--- src/design/sstq_pkg.sv ---
// ----------------------------------------------------------------------------
// sstq_pkg: shared types and codes of the sorted sleep timer queue
// Field widths, command and status codes, queue entry layout and the
// sequencer state type.
// ----------------------------------------------------------------------------
package sstq_pkg;

    // field widths
    localparam int ID_W    = 8;
    localparam int MS_W    = 32;
    localparam int ALARM_W = 64;
    localparam int STAT_W  = 3;

    // at most this many wake-ups are reported per tick
    localparam int RES_LIMIT = 16;
    localparam int WAKE_W    = 5;

    // command codes carried in s_tuser
    localparam logic CMD_SLEEP = 1'b0;
    localparam logic CMD_TICK  = 1'b1;

    // result status codes carried in m_tuser
    localparam logic [STAT_W-1:0] STAT_QUEUED    = 3'd0;
    localparam logic [STAT_W-1:0] STAT_FULL      = 3'd1;
    localparam logic [STAT_W-1:0] STAT_CANCELLED = 3'd2;
    localparam logic [STAT_W-1:0] STAT_NOT_FOUND = 3'd3;
    localparam logic [STAT_W-1:0] STAT_WOKEN     = 3'd4;

    // one queue entry as held in the entry memory
    typedef struct packed {
        logic [ALARM_W-1:0] alarm;
        logic [ID_W-1:0]    id;
    } entry_t;

    // sequencer states
    typedef enum logic [3:0] {
        ST_IDLE,
        ST_DIV_MUL,
        ST_DIV_EST,
        ST_DIV_FIX,
        ST_INS_WALK,
        ST_INS_PUT,
        ST_CAN_SRCH,
        ST_CAN_SHIFT,
        ST_CAN_REM,
        ST_REPLY,
        ST_WAKE_RD,
        ST_WAKE_CHK,
        ST_WAKE_LAST
    } state_t;

endpackage

--- src/design/sstq_ram.sv ---
// ----------------------------------------------------------------------------
// sstq_ram: generic single-clock RAM
// One write port and one read port, read data registered and held while
// no read is requested.
// ----------------------------------------------------------------------------
module sstq_ram #(
    parameter int WIDTH = 72,
    parameter int DEPTH = 16
) (
    input  logic                     clk,
    input  logic                     we,
    input  logic [$clog2(DEPTH)-1:0] waddr,
    input  logic [WIDTH-1:0]         wdata,
    input  logic                     re,
    input  logic [$clog2(DEPTH)-1:0] raddr,
    output logic [WIDTH-1:0]         rdata
);

    logic [WIDTH-1:0] mem [DEPTH];
    logic [WIDTH-1:0] rdata_reg;

    // write port
    always_ff @(posedge clk)
    begin
        if (we)
        begin
            mem[waddr] <= wdata;
        end
    end

    // registered read port
    always_ff @(posedge clk)
    begin
        if (re)
        begin
            rdata_reg <= mem[raddr];
        end
    end

    assign rdata = rdata_reg;

endmodule

--- src/design/sorted_sleep_timer_queue.sv ---
// ----------------------------------------------------------------------------
// sorted_sleep_timer_queue: tick counter and wake-up ordered sleep queue
// Entries live in a ring held in one RAM; a sequencer inserts, cancels and
// wakes them with read-modify-write walks.
// ----------------------------------------------------------------------------
// Input beats (s_*): s_tuser selects a sleep/cancel request or a timer tick.
// A sleep with non-zero ms queues the pid behind every entry with an alarm
// earlier or equal; zero ms cancels the first entry of that pid.
// Result beats (m_*): one per request, one per woken entry on a tick, with
// m_tlast on the final result of the input beat. A tick that wakes nothing
// gives no beat.
// Sleeps and cancels walk the ring one entry at a time through the single
// read port of the entry memory; a tick wakes at most 16 entries.
// One beat is handled at a time; s_tready is high while the sequencer is idle.
// A finished result sits in an output register, so the next beat is taken
// while it waits; a stalled receiver holds the sequencer only when a further
// result is ready to go. Reset empties the queue and clears the tick count.
// ----------------------------------------------------------------------------
module sorted_sleep_timer_queue
    import sstq_pkg::*;
#(
    parameter int MAX_SLEEPERS = 16,
    parameter int TICK_MS      = 10
) (
    input  logic        clk,
    input  logic        rst_n,
    input  logic        s_tvalid,
    output logic        s_tready,
    input  logic [39:0] s_tdata,    // proc_id[7:0], sleep_ms[39:8]
    input  logic        s_tuser,    // cmd
    output logic        m_tvalid,
    input  logic        m_tready,
    output logic [39:0] m_tdata,    // out_id[7:0], remaining_ms[39:8]
    output logic [2:0]  m_tuser,    // status
    output logic        m_tlast
);

    // ring addressing and counts
    localparam int AW    = $clog2(MAX_SLEEPERS);
    localparam int CW    = $clog2(MAX_SLEEPERS + 1);
    localparam int DEPTH = 2 ** AW;

    // ms to ticks by reciprocal multiply, exact after one correction
    localparam int          TW     = $clog2(TICK_MS + 1);
    localparam int          SH     = 31 + $clog2(TICK_MS);
    localparam logic [63:0] RECIPW = (64'd1 << SH) / TICK_MS;
    localparam logic [31:0] RECIP  = RECIPW[31:0];
    localparam logic [TW-1:0] TVAL = TICK_MS[TW-1:0];
    localparam logic [63:0] LIMIT  = 64'h0000_0000_FFFF_FFFF / TICK_MS;
    localparam logic [CW-1:0] CAP  = CW'(MAX_SLEEPERS);

    state_t               state_reg, state_next;
    logic [ALARM_W-1:0]   now_reg, now_next;
    logic [AW-1:0]        head_reg, head_next;
    logic [CW-1:0]        count_reg, count_next;
    logic [CW-1:0]        idx_reg, idx_next;
    logic [WAKE_W-1:0]    n_reg, n_next;
    logic                 pend_valid_reg, pend_valid_next;
    logic [ID_W-1:0]      pend_id_reg, pend_id_next;
    logic [ID_W-1:0]      pid_reg, pid_next;
    logic [MS_W-1:0]      ms_reg, ms_next;
    logic [63:0]          prod_reg, prod_next;
    logic [31:0]          quo_reg, quo_next;
    logic [31:0]          qt_reg, qt_next;
    logic [ALARM_W-1:0]   alarm_reg, alarm_next;
    logic [ALARM_W-1:0]   diff_reg, diff_next;
    logic                 gt_reg, gt_next;
    logic [STAT_W-1:0]    reply_stat_reg, reply_stat_next;
    logic [MS_W-1:0]      reply_rem_reg, reply_rem_next;
    logic                 out_valid_reg, out_valid_next;
    logic [STAT_W-1:0]    out_stat_reg, out_stat_next;
    logic [ID_W-1:0]      out_id_reg, out_id_next;
    logic [MS_W-1:0]      out_rem_reg, out_rem_next;
    logic                 out_last_reg, out_last_next;

    // entry memory ports
    logic                 ram_we, ram_re;
    logic [AW-1:0]        ram_waddr, ram_raddr;
    entry_t               ram_wdata, ram_rdata;

    // datapath helpers
    logic [63:0]          shifted;
    logic [31+TW:0]       qt_full;
    logic [31:0]          div_rem;
    logic [31:0]          quo_fix;
    logic [31+TW:0]       can_prod;
    logic [CW-1:0]        idx_m1, idx_m2, idx_p1, idx_p2;
    logic [CW:0]          idx_p1_w, idx_p2_w;
    logic                 out_free;
    logic                 due;
    entry_t               new_entry;

    function automatic logic [AW-1:0] slot(input logic [AW-1:0] head,
                                           input logic [CW-1:0] li);
        slot = head + li[AW-1:0];
    endfunction

    sstq_ram #(
        .WIDTH ($bits(entry_t)),
        .DEPTH (DEPTH)
    ) u_entries (
        .clk   (clk),
        .we    (ram_we),
        .waddr (ram_waddr),
        .wdata (ram_wdata),
        .re    (ram_re),
        .raddr (ram_raddr),
        .rdata (ram_rdata)
    );

    // handshake and port packing
    assign s_tready = (state_reg == ST_IDLE);
    assign m_tvalid = out_valid_reg;
    assign m_tdata  = {out_rem_reg, out_id_reg};
    assign m_tuser  = out_stat_reg;
    assign m_tlast  = out_last_reg;
    assign out_free = !out_valid_reg || m_tready;

    // divider and index arithmetic
    assign shifted   = prod_reg >> SH;
    assign qt_full   = shifted[31:0] * TVAL;
    assign div_rem   = ms_reg - qt_reg;
    assign quo_fix   = (div_rem >= 32'(TICK_MS)) ? quo_reg + 32'd1 : quo_reg;
    assign can_prod  = diff_reg[31:0] * TVAL;
    assign idx_m1    = idx_reg - CW'(1);
    assign idx_m2    = idx_reg - CW'(2);
    assign idx_p1    = idx_reg + CW'(1);
    assign idx_p2    = idx_reg + CW'(2);
    assign idx_p1_w  = {1'b0, idx_reg} + (CW+1)'(1);
    assign idx_p2_w  = {1'b0, idx_reg} + (CW+1)'(2);
    assign due       = (ram_rdata.alarm <= now_reg);
    assign new_entry = '{alarm: alarm_reg, id: pid_reg};

    // sequencer
    always_comb
    begin
        state_next      = state_reg;
        now_next        = now_reg;
        head_next       = head_reg;
        count_next      = count_reg;
        idx_next        = idx_reg;
        n_next          = n_reg;
        pend_valid_next = pend_valid_reg;
        pend_id_next    = pend_id_reg;
        pid_next        = pid_reg;
        ms_next         = ms_reg;
        prod_next       = prod_reg;
        quo_next        = quo_reg;
        qt_next         = qt_reg;
        alarm_next      = alarm_reg;
        diff_next       = diff_reg;
        gt_next         = gt_reg;
        reply_stat_next = reply_stat_reg;
        reply_rem_next  = reply_rem_reg;
        out_valid_next  = out_valid_reg && !m_tready;
        out_stat_next   = out_stat_reg;
        out_id_next     = out_id_reg;
        out_rem_next    = out_rem_reg;
        out_last_next   = out_last_reg;
        ram_we          = 1'b0;
        ram_waddr       = slot(head_reg, idx_reg);
        ram_wdata       = new_entry;
        ram_re          = 1'b0;
        ram_raddr       = head_reg;

        unique case (state_reg)
            ST_IDLE:
            begin
                if (s_tvalid)
                begin
                    pid_next = s_tdata[7:0];
                    ms_next  = s_tdata[39:8];
                    if (s_tuser == CMD_TICK)
                    begin
                        now_next        = now_reg + 64'd1;
                        n_next          = '0;
                        pend_valid_next = 1'b0;
                        state_next      = ST_WAKE_RD;
                    end
                    else if (s_tdata[39:8] == '0)
                    begin
                        idx_next = '0;
                        reply_rem_next = '0;
                        if (count_reg == '0)
                        begin
                            reply_stat_next = STAT_NOT_FOUND;
                            state_next      = ST_REPLY;
                        end
                        else
                        begin
                            ram_re     = 1'b1;
                            ram_raddr  = head_reg;
                            state_next = ST_CAN_SRCH;
                        end
                    end
                    else if (count_reg >= CAP)
                    begin
                        reply_stat_next = STAT_FULL;
                        reply_rem_next  = '0;
                        state_next      = ST_REPLY;
                    end
                    else
                    begin
                        state_next = ST_DIV_MUL;
                    end
                end
            end

            // estimate of ms / TICK_MS
            ST_DIV_MUL:
            begin
                prod_next  = {32'd0, ms_reg} * {32'd0, RECIP};
                state_next = ST_DIV_EST;
            end

            ST_DIV_EST:
            begin
                quo_next   = shifted[31:0];
                qt_next    = qt_full[31:0];
                state_next = ST_DIV_FIX;
            end

            // correct quotient, form alarm, start walking from the tail
            ST_DIV_FIX:
            begin
                alarm_next = now_reg + {32'd0, quo_fix};
                idx_next   = count_reg;
                if (count_reg == '0)
                begin
                    state_next = ST_INS_PUT;
                end
                else
                begin
                    ram_re     = 1'b1;
                    ram_raddr  = slot(head_reg, count_reg - CW'(1));
                    state_next = ST_INS_WALK;
                end
            end

            // move later alarms up by one until the slot is found
            ST_INS_WALK:
            begin
                ram_we    = 1'b1;
                ram_waddr = slot(head_reg, idx_reg);
                if (ram_rdata.alarm > alarm_reg)
                begin
                    ram_wdata = ram_rdata;
                    idx_next  = idx_m1;
                    if (idx_m1 == '0)
                    begin
                        state_next = ST_INS_PUT;
                    end
                    else
                    begin
                        ram_re    = 1'b1;
                        ram_raddr = slot(head_reg, idx_m2);
                    end
                end
                else
                begin
                    ram_wdata       = new_entry;
                    count_next      = count_reg + CW'(1);
                    reply_stat_next = STAT_QUEUED;
                    reply_rem_next  = '0;
                    state_next      = ST_REPLY;
                end
            end

            ST_INS_PUT:
            begin
                ram_we          = 1'b1;
                ram_waddr       = slot(head_reg, idx_reg);
                ram_wdata       = new_entry;
                count_next      = count_reg + CW'(1);
                reply_stat_next = STAT_QUEUED;
                reply_rem_next  = '0;
                state_next      = ST_REPLY;
            end

            // search for the first entry of the pid
            ST_CAN_SRCH:
            begin
                if (ram_rdata.id == pid_reg)
                begin
                    gt_next   = ram_rdata.alarm > now_reg;
                    diff_next = ram_rdata.alarm - now_reg;
                    if (idx_p1_w < {1'b0, count_reg})
                    begin
                        ram_re     = 1'b1;
                        ram_raddr  = slot(head_reg, idx_p1);
                        state_next = ST_CAN_SHIFT;
                    end
                    else
                    begin
                        count_next = count_reg - CW'(1);
                        state_next = ST_CAN_REM;
                    end
                end
                else if (idx_p1_w < {1'b0, count_reg})
                begin
                    idx_next  = idx_p1;
                    ram_re    = 1'b1;
                    ram_raddr = slot(head_reg, idx_p1);
                end
                else
                begin
                    reply_stat_next = STAT_NOT_FOUND;
                    reply_rem_next  = '0;
                    state_next      = ST_REPLY;
                end
            end

            // close the gap behind the removed entry
            ST_CAN_SHIFT:
            begin
                ram_we    = 1'b1;
                ram_waddr = slot(head_reg, idx_reg);
                ram_wdata = ram_rdata;
                idx_next  = idx_p1;
                if (idx_p2_w < {1'b0, count_reg})
                begin
                    ram_re    = 1'b1;
                    ram_raddr = slot(head_reg, idx_p2);
                end
                else
                begin
                    count_next = count_reg - CW'(1);
                    state_next = ST_CAN_REM;
                end
            end

            // remaining time in ms, saturated
            ST_CAN_REM:
            begin
                reply_stat_next = STAT_CANCELLED;
                if (!gt_reg)
                begin
                    reply_rem_next = '0;
                end
                else if (diff_reg > LIMIT)
                begin
                    reply_rem_next = '1;
                end
                else
                begin
                    reply_rem_next = can_prod[31:0];
                end
                state_next = ST_REPLY;
            end

            ST_REPLY:
            begin
                if (out_free)
                begin
                    out_valid_next = 1'b1;
                    out_stat_next  = reply_stat_reg;
                    out_id_next    = pid_reg;
                    out_rem_next   = reply_rem_reg;
                    out_last_next  = 1'b1;
                    state_next     = ST_IDLE;
                end
            end

            // fetch the head entry while more may be woken
            ST_WAKE_RD:
            begin
                if ((count_reg != '0) && (n_reg < WAKE_W'(RES_LIMIT)))
                begin
                    ram_re     = 1'b1;
                    ram_raddr  = head_reg;
                    state_next = ST_WAKE_CHK;
                end
                else if (pend_valid_reg)
                begin
                    state_next = ST_WAKE_LAST;
                end
                else
                begin
                    state_next = ST_IDLE;
                end
            end

            // send the held wake-up, marked last when the head is not due
            ST_WAKE_CHK:
            begin
                if (!pend_valid_reg || out_free)
                begin
                    if (pend_valid_reg)
                    begin
                        out_valid_next = 1'b1;
                        out_stat_next  = STAT_WOKEN;
                        out_id_next    = pend_id_reg;
                        out_rem_next   = '0;
                        out_last_next  = !due;
                    end
                    if (due)
                    begin
                        pend_valid_next = 1'b1;
                        pend_id_next    = ram_rdata.id;
                        head_next       = head_reg + AW'(1);
                        count_next      = count_reg - CW'(1);
                        n_next          = n_reg + WAKE_W'(1);
                        state_next      = ST_WAKE_RD;
                    end
                    else
                    begin
                        pend_valid_next = 1'b0;
                        state_next      = ST_IDLE;
                    end
                end
            end

            ST_WAKE_LAST:
            begin
                if (out_free)
                begin
                    out_valid_next  = 1'b1;
                    out_stat_next   = STAT_WOKEN;
                    out_id_next     = pend_id_reg;
                    out_rem_next    = '0;
                    out_last_next   = 1'b1;
                    pend_valid_next = 1'b0;
                    state_next      = ST_IDLE;
                end
            end

            default:
            begin
                state_next = ST_IDLE;
            end
        endcase
    end

    // control state
    always_ff @(posedge clk or negedge rst_n)
    begin
        if (!rst_n)
        begin
            state_reg      <= ST_IDLE;
            now_reg        <= '0;
            head_reg       <= '0;
            count_reg      <= '0;
            idx_reg        <= '0;
            n_reg          <= '0;
            pend_valid_reg <= 1'b0;
            out_valid_reg  <= 1'b0;
        end
        else
        begin
            state_reg      <= state_next;
            now_reg        <= now_next;
            head_reg       <= head_next;
            count_reg      <= count_next;
            idx_reg        <= idx_next;
            n_reg          <= n_next;
            pend_valid_reg <= pend_valid_next;
            out_valid_reg  <= out_valid_next;
        end
    end

    // payload registers
    always_ff @(posedge clk)
    begin
        pend_id_reg    <= pend_id_next;
        pid_reg        <= pid_next;
        ms_reg         <= ms_next;
        prod_reg       <= prod_next;
        quo_reg        <= quo_next;
        qt_reg         <= qt_next;
        alarm_reg      <= alarm_next;
        diff_reg       <= diff_next;
        gt_reg         <= gt_next;
        reply_stat_reg <= reply_stat_next;
        reply_rem_reg  <= reply_rem_next;
        out_stat_reg   <= out_stat_next;
        out_id_reg     <= out_id_next;
        out_rem_reg    <= out_rem_next;
        out_last_reg   <= out_last_next;
    end

endmodule

--- config.mk ---
export PLATFORM = sky130hd
export DESIGN_NAME = sorted_sleep_timer_queue
export DESIGN_NICKNAME = d
export VERILOG_FILES = /design/src/design/sstq_pkg.sv /design/src/design/sstq_ram.sv /design/src/design/sorted_sleep_timer_queue.sv
export SDC_FILE = /design/constraint.sdc
export NUM_CORES = 2
export LEC_CHECK = 0
export BUFFER_PORTS_ARGS = -buffer_cell sky130_fd_sc_hd__buf_2
export CORE_MARGIN = 5
export CORE_UTILIZATION = 45
export DETAILED_ROUTE_END_ITERATION = 8
export PLACE_DENSITY = 0.58
export REMOVE_ABC_BUFFERS = 1
export SLEW_MARGIN = 10
export SYNTH_ARGS = -nofsm -noshare
export SYNTH_HDL_FRONTEND = slang
export SYNTH_SLANG_ARGS = --single-unit
--- constraint.sdc ---
create_clock -name clk -period 13.65 [get_ports clk]
set_clock_uncertainty 0.15 [all_clocks]
set_input_delay 1.365 -clock clk [delete_from_list [all_inputs] [get_ports clk]]
set_output_delay 1.365 -clock clk [all_outputs]
set_load 0.02 [all_outputs]
# ---- Word level (Yosys, flattened, before mapping)
# Memory sizes are Yosys's and may differ from the RTL's. A register that Yosys moved wholly into a read port is not among the register bits.
# Cells that the tools add are included.
dict set report word_totals {
  ff_bits 467
  ramBits 1152
  in_bits 45
  out_inout_bits 46
  elab_cells 233
  mem_count 1
}
dict set report classes {
  add_sub_neg 20
  n_mul 3
  order_cmp 9
  eq_ne 34
  n_mux 107
  reduce_logical 36
}
# name words width read_ports rd_ports_with_merged_regs write_ports line_no
set memory_table {}
lappend memory_table {u_entries.mem 16 72 1 1 1 sstq_ram.sv:19} ;# logic [WIDTH-1:0] mem [DEPTH];
# operator n
set op_table {}
lappend op_table {{32-bit two-way mux} 13}
lappend op_table {{32-bit case mux with 5 select lines} 1}
lappend op_table {{72-bit case mux with 2 select lines} 1}
lappend op_table {{64-bit greater-than comparator} 2}
lappend op_table {{32-bit case mux with 3 select lines} 1}
lappend op_table {{4-bit two-way mux} 21}
lappend op_table {{5-bit two-way mux} 16}
lappend op_table {{72-bit two-way mux} 1}
lappend op_table {{64-bit by 1-bit adder with 64-bit output (second input constant)} 1}
lappend op_table {{64-bit by 30-bit adder with 64-bit output} 1}
lappend op_table {{64-bit by 29-bit greater-than comparator with 1-bit output (second input constant)} 1}
lappend op_table {{64-bit <= comparator} 1}
lappend op_table {{64-bit subtractor} 1}
lappend op_table {{32-bit by 30-bit multiplier with 62-bit output (second input constant)} 1}
lappend op_table {{5-bit case mux with 5 select lines} 2}
lappend op_table {{4-bit case mux with 11 select lines} 1}
lappend op_table {{3-bit two-way mux} 12}
lappend op_table {{32-bit by 4-bit greater-or-equal comparator with 1-bit output (second input constant)} 1}
lappend op_table {{32-bit zero test} 1}
lappend op_table {{32-bit by 3-bit multiplier with 31-bit output (second input constant)} 1}
lappend op_table {{8-bit two-way mux} 4}
lappend op_table {{32-bit subtractor} 1}
lappend op_table {{29-bit by 3-bit multiplier with 31-bit output (second input constant)} 1}
lappend op_table {{29-bit by 1-bit adder with 30-bit output (second input constant)} 1}
lappend op_table {{other kinds (48)} 122}

# ---- Logic depth before layout (Yosys ltp)
dict set report logic_depth {
  ltp_word 6
  depth_mapped 30
  depth_no_buf 30
}

# ---- Cells and area by module
# A second synthesis with hierarchy kept.
dict set report unflattened {
  cells_unflattened 6622
  area_unflattened_um2 91948.2
}
# mod instances cells_per_inst area_per_inst_um2 seq_area_each_um2
set by_module_without_submodules {}
lappend by_module_without_submodules {sorted_sleep_timer_queue 1 4772 46677.3 12497.0}
lappend by_module_without_submodules {sstq_ram 1 1850 45270.9 36755.3}

# ---- Worst setup path after synthesis
# OpenSTA, ideal clock, no wires.
dict set report synth_path {
  path_kind {register -> register}
  from {reg ms_reg[9]}
  to {reg prod_reg[63], data pin}
  setup_ns 0.260
  arrival_ns 7.348
  required_time_ns 13.240
  path_slack_ns 5.893
  path_stages_with_launch 29
  path_buffers 0
  period_less_slack_ns 7.757
  cell_sequence {edfxtp_1 > ha_1 > inv_1 > fa_1 > inv_1 > fa_1 > fa_1 > inv_1 > fa_1 > inv_1 > fa_1 > fa_1 > inv_1 > fa_1 > inv_1 > ha_1 > o21a_1 > o21a_1 > o21ai_0 > a21oi_1 > o31a_1 > a31oi_1 > a21oi_1 > a41oi_1 > o21ai_0 > or4_1 > a31oi_1 > o21bai_1 > xnor2_1}
}
dict set report synth_via {
  elab_chain_len 1
}
# element line_no
set synth_rtl {}
lappend synth_rtl {{from (decl)} sorted_sleep_timer_queue.sv:61} ;# logic [MS_W-1:0] ms_reg, ms_next;
lappend synth_rtl {{from (signal assigned)} sorted_sleep_timer_queue.sv:466} ;# ms_reg <= ms_next;
lappend synth_rtl {{32-bit by 30-bit multiplier with 62-bit output} sorted_sleep_timer_queue.sv:212} ;# prod_next = {32'd0, ms_reg} * {32'd0, RECIP};
lappend synth_rtl {{to (signal assigned)} sorted_sleep_timer_queue.sv:467} ;# prod_reg <= prod_next;
lappend synth_rtl {{to (decl)} sorted_sleep_timer_queue.sv:62} ;# logic [63:0] prod_reg, prod_next;
# No other way between the ends.
# A chain may end at the register's enable or synchronous reset.

# ---- Worst setup path after layout
dict set report layout_path {
  from {reg ms_reg[1]}
  to {reg alarm_reg[60], data pin}
}
dict set report layout_via {
  elab_chain_len 4
}
# element line_no
set layout_rtl {}
lappend layout_rtl {{32-bit subtractor} sorted_sleep_timer_queue.sv:122} ;# assign div_rem = ms_reg - qt_reg;
lappend layout_rtl {{32-bit by 4-bit greater-or-equal comparator with 1-bit output} sorted_sleep_timer_queue.sv:123} ;# assign quo_fix = (div_rem >= 32'(TICK_MS)) ? quo_reg + 32'd1 : quo_reg;
lappend layout_rtl {{30-bit two-way mux} sorted_sleep_timer_queue.sv:123}
lappend layout_rtl {{64-bit by 30-bit adder with 64-bit output} sorted_sleep_timer_queue.sv:226} ;# alarm_next = now_reg + {32'd0, quo_fix};
lappend layout_rtl {{to (signal assigned)} sorted_sleep_timer_queue.sv:470} ;# alarm_reg <= alarm_next;
lappend layout_rtl {{to (decl)} sorted_sleep_timer_queue.sv:65} ;# logic [ALARM_W-1:0] alarm_reg, alarm_next;
# No other way between the ends.

==> reports/qor.json <==
{
  "slew_headroom": {"value": 21.1, "unit": "%"},
  "crit_path_max_incr_delay": {"value": 0.66, "unit": "ns"},
  "cap_viol_max_count": {"value": 0},
  "worstSetupStartpointType": {"value": "register"},
  "grt_pass1_vias": {"value": 55600},
  "cts_made_buffers": {"value": 178},
  "final.fill_count": {"value": 17900},
  "report.final.slew_viol_count": {"value": 0},
  "yosys.cell_types.count": {"value": 93},
  "critPathMaxFanout": {"value": 10},
  "worst_hold_path_type": {"value": "reg2reg"},
  "clock_period_minus_final_worst_setup_slack": {"value": 9.41, "unit": "ns"},
  "total_track_usage": {"value": 22.7, "unit": "%"},
  "critPathKind": {"value": "reg2reg"},
  "place.gp.congestion": {"value": 0.953},
  "synth_sequential_area_ratio": {"value": 52.6, "unit": "%"},
  "arrival_time_worst_endpoint": {"value": 9.83, "unit": "ns"},
  "fmax": {"value": 0.106, "unit": "GHz"},
  "dpl_worst_slack": {"value": 4.49, "unit": "ns"},
  "portBuffers": {"value": 90},
  "cp.required": {"value": 14.07, "unit": "ns"},
  "width_of_the_die": {"value": 466, "unit": "um"},
  "timing.hold.worst.start": {"value": "prod_reg[35]$_DFFE_PP_"},
  "post_cts.repair.setup_buffers": {"value": 0},
  "crit_path_top_delay_cell": {"value": "sky130_fd_sc_hd__nand4_1"},
  "number_of_nets_in_the_final_layout": {"value": 8148},
  "layout_stage_area_growth_over_the_synthesis_result": {"value": 10.3, "unit": "%"},
  "number_of_antenna_violations_at_the_first_check_in_global_routing": {"value": 10},
  "drt_wl_total": {"value": 247, "unit": "mm"},
  "overflow": {"value": 0},
  "startpoint_of_the_most_critical_register_to_register_path": {"value": "ms_reg[1]$_DFFE_PP_"},
  "number_of_flip_flops_under_the_largest_register_name": {"value": 1152},
  "synth.top_cell.area_share": {"value": 50.2, "unit": "%"},
  "cts.sinks": {"value": 1655},
  "crit_path_start": {"value": "ms_reg[1]$_DFFE_PP_"},
  "reg2reg_slack": {"value": 4.24, "unit": "ns"},
  "cts.clk_slew.worst_paths": {"value": 0.06, "unit": "ns"},
  "die_area": {"value": 217000, "unit": "um^2"},
  "synth.avg_cell_area": {"value": 13.6, "unit": "um^2"},
  "rsz0062_at_grt": {"value": "false"},
  "cts.repair.resized": {"value": 0},
  "layout.cells.most_common": {"value": "sky130_fd_sc_hd__edfxtp_1"},
  "post_route_clock_period_utilization": {"value": 68.9, "unit": "%"},
  "clock_path_buffers": {"value": 3},
  "routed_wire_length_per_instance": {"value": 24.7, "unit": "um"},
  "cts-htree-levels": {"value": 4},
  "vias": {"value": 55000},
  "viasPerCell": {"value": 5.50},
  "hpwl": {"value": 168, "unit": "mm"},
  "number_of_flops_mapped_to_enable_cells_by_yosys": {"value": 1566},
  "die_y": {"value": 466, "unit": "um"},
  "cp_common_cell": {"value": "sky130_fd_sc_hd__o21ai_1"},
  "leading_area_contributor_after_synthesis": {"value": "sky130_fd_sc_hd__edfxtp_1"},
  "critical_path.endpoint_type": {"value": "register"},
  "clock_latency": {"value": 0.83, "unit": "ns"},
  "detail_route.iter0.violations": {"value": 4610},
  "drt_pre_antenna_iters": {"value": 7},
  "core-area": {"value": 207000, "unit": "um^2"},
  "drc_errors": {"value": 0},
  "tightestPinTransition": {"value": 1.18, "unit": "ns"},
  "grt_pass1_wl": {"value": 369, "unit": "mm"},
  "cts_root_buf": {"value": "sky130_fd_sc_hd__clkbuf_16"},
  "timing.reg2reg.worst_path_depth": {"value": 29},
  "synth_cells": {"value": 6907},
  "floorplan.initialDensity": {"value": 45.2, "unit": "%"},
  "drt.antenna.violating_nets": {"value": 0},
  "rows": {"value": 167},
  "synth_flop_cell": {"value": "sky130_fd_sc_hd__edfxtp_1"},
  "post_route_cells_drive_above_1_share": {"value": 7.72, "unit": "%"},
  "post-route-worst-setup-slack": {"value": 4.24, "unit": "ns"},
  "grt_start_max_net_pins": {"value": 132},
  "worstHoldPathCells": {"value": 0},
  "cts_hold_buffers": {"value": 0},
  "netlist_top_cells_area": {"value": "sky130_fd_sc_hd__edfxtp_1 50%, sky130_fd_sc_hd__mux2i_1 12%, sky130_fd_sc_hd__ha_1 8.7%"},
  "synthesis.area": {"value": 93700, "unit": "um^2"},
  "number_of_flip_flops_and_latches_in_the_synthesized_netlist": {"value": 1655},
  "boundaryPins": {"value": 91},
  "synth_async_sr_flop_share": {"value": 5.38, "unit": "%"},
  "outcome": {"value": "finished, final reports clean"},
  "ys_warn_count": {"value": 0},
  "mostFrequentLayoutCells": {"value": "1,566 x sky130_fd_sc_hd__edfxtp_1, 1,091 x sky130_fd_sc_hd__mux2i_1, 784 x sky130_fd_sc_hd__inv_1"},
  "clock_tree_from_tritoncts": {"value": "yes"},
  "setup_viol": {"value": 0},
  "hold_viol": {"value": 0}
}
-- synthesized netlist by cell type (8+ instances only) --
cell                        count
sky130_fd_sc_hd__o22ai_1        8
sky130_fd_sc_hd__nand2_1      205
sky130_fd_sc_hd__nor4_1        39
sky130_fd_sc_hd__xnor2_1      258
sky130_fd_sc_hd__edfxtp_1    1566
sky130_fd_sc_hd__buf_1         22
sky130_fd_sc_hd__inv_1        784
sky130_fd_sc_hd__o31ai_1        9
sky130_fd_sc_hd__mux2_2        71
sky130_fd_sc_hd__o21a_1        42
sky130_fd_sc_hd__nor2_1       228
sky130_fd_sc_hd__or3_1         12
sky130_fd_sc_hd__a211oi_1      21
sky130_fd_sc_hd__nor2b_1       47
sky130_fd_sc_hd__and3_1        29
sky130_fd_sc_hd__a21oi_1      224
sky130_fd_sc_hd__dfrtp_1       89
sky130_fd_sc_hd__o21bai_1      27
sky130_fd_sc_hd__xor2_1        78
sky130_fd_sc_hd__or2_2          8
sky130_fd_sc_hd__nand4_1       69
sky130_fd_sc_hd__a21o_1       129
sky130_fd_sc_hd__o21ai_1        8
sky130_fd_sc_hd__buf_2         90
sky130_fd_sc_hd__nand2b_1      56
sky130_fd_sc_hd__o2111ai_1      8
sky130_fd_sc_hd__nand3_1      103
sky130_fd_sc_hd__a31oi_1       21
sky130_fd_sc_hd__mux2i_1     1091
sky130_fd_sc_hd__fa_1         396
sky130_fd_sc_hd__and2_1        49
sky130_fd_sc_hd__clkbuf_1      77
sky130_fd_sc_hd__nor3_1        87
sky130_fd_sc_hd__o21ai_0      122
sky130_fd_sc_hd__ha_1         655
sky130_fd_sc_hd__o211ai_1       8
sky130_fd_sc_hd__and4_1        13
-- area by class of cell --
class | count | area [um^2] | share of cell area [%]
antenna | 5 | 12.5 | 0.0121
clock buffer | 213 | 4670 | 4.52
clock inverter | 120 | 1100 | 1.06
inverter | 787 | 2960 | 2.86
multi-input combinational | 4272 | 40800 | 39.5
sequential | 1655 | 49300 | 47.7
tap | 2788 | 3490 | 3.38
timing repair buffer | 158 | 1040 | 1.00
-- per-layer routing --
layer  up-vias  share of wire, %  track usage [%]
met5         -                 0                0
met4         0               1.6             4.21
met3       263               6.0             3.62
met2      1406                44             34.5
met1     28000                48             34.8
li1      25300                 -                -
-- metrics by stage --
step,cell area [um^2],instances,TNS (ns),utilization [%],hold WS (ns)
5_1_grt,103000,9995,0,49.9,0.338
3_3_place_gp,97600,9660,0,47.1,0.303
2_1_floorplan,92800,6714,-2371.20,-,0.283
4_1_cts,103000,9993,0,49.9,0.315
6_report,103000,9998,0,49.9,0.325
3_5_place_dp,97600,9660,0,47.1,0.316
-- final timing paths --
check / endpoint
hold / removal: qt_reg[1]$_DFFE_PP_
max in group asynchronous: now_reg[63]$_DFFE_PN0P_
setup / recovery: alarm_reg[60]$_DFFE_PP_
setup reg to reg: alarm_reg[60]$_DFFE_PP_
min in group asynchronous: n_reg[2]$_DFFE_PN0P_
hold reg to reg: qt_reg[1]$_DFFE_PP_
-- kinds of logic after synthesis --
kind of cell,share of synthesized area [%]
AO/OA/AOI/OAI,5.11
XOR/XNOR,3.14
adder cells (fa/ha/maj),17.2
buffers and inverters,4.08
flip-flops,52.6
multiplexers,12.5
AND/OR/NAND/NOR,5.36
-- worst max-delay path: cells and delay by family (launching register included) --
kind / cells / cell delay [ns]
AO/OA/AOI/OAI: 13 / 4.32
multiplexers: 1 / 0.30
adder cells (fa/ha/maj): 3 / 0.89
AND/OR/NAND/NOR: 9 / 2.71
flip-flops: 1 / 0.46
XOR/XNOR: 2 / 0.30
buffers and inverters: 1 / 0.07
Power is left out: the tool's default activity adds up to more than one toggle a clock period on the data nets, which glitch-free logic cannot reach.
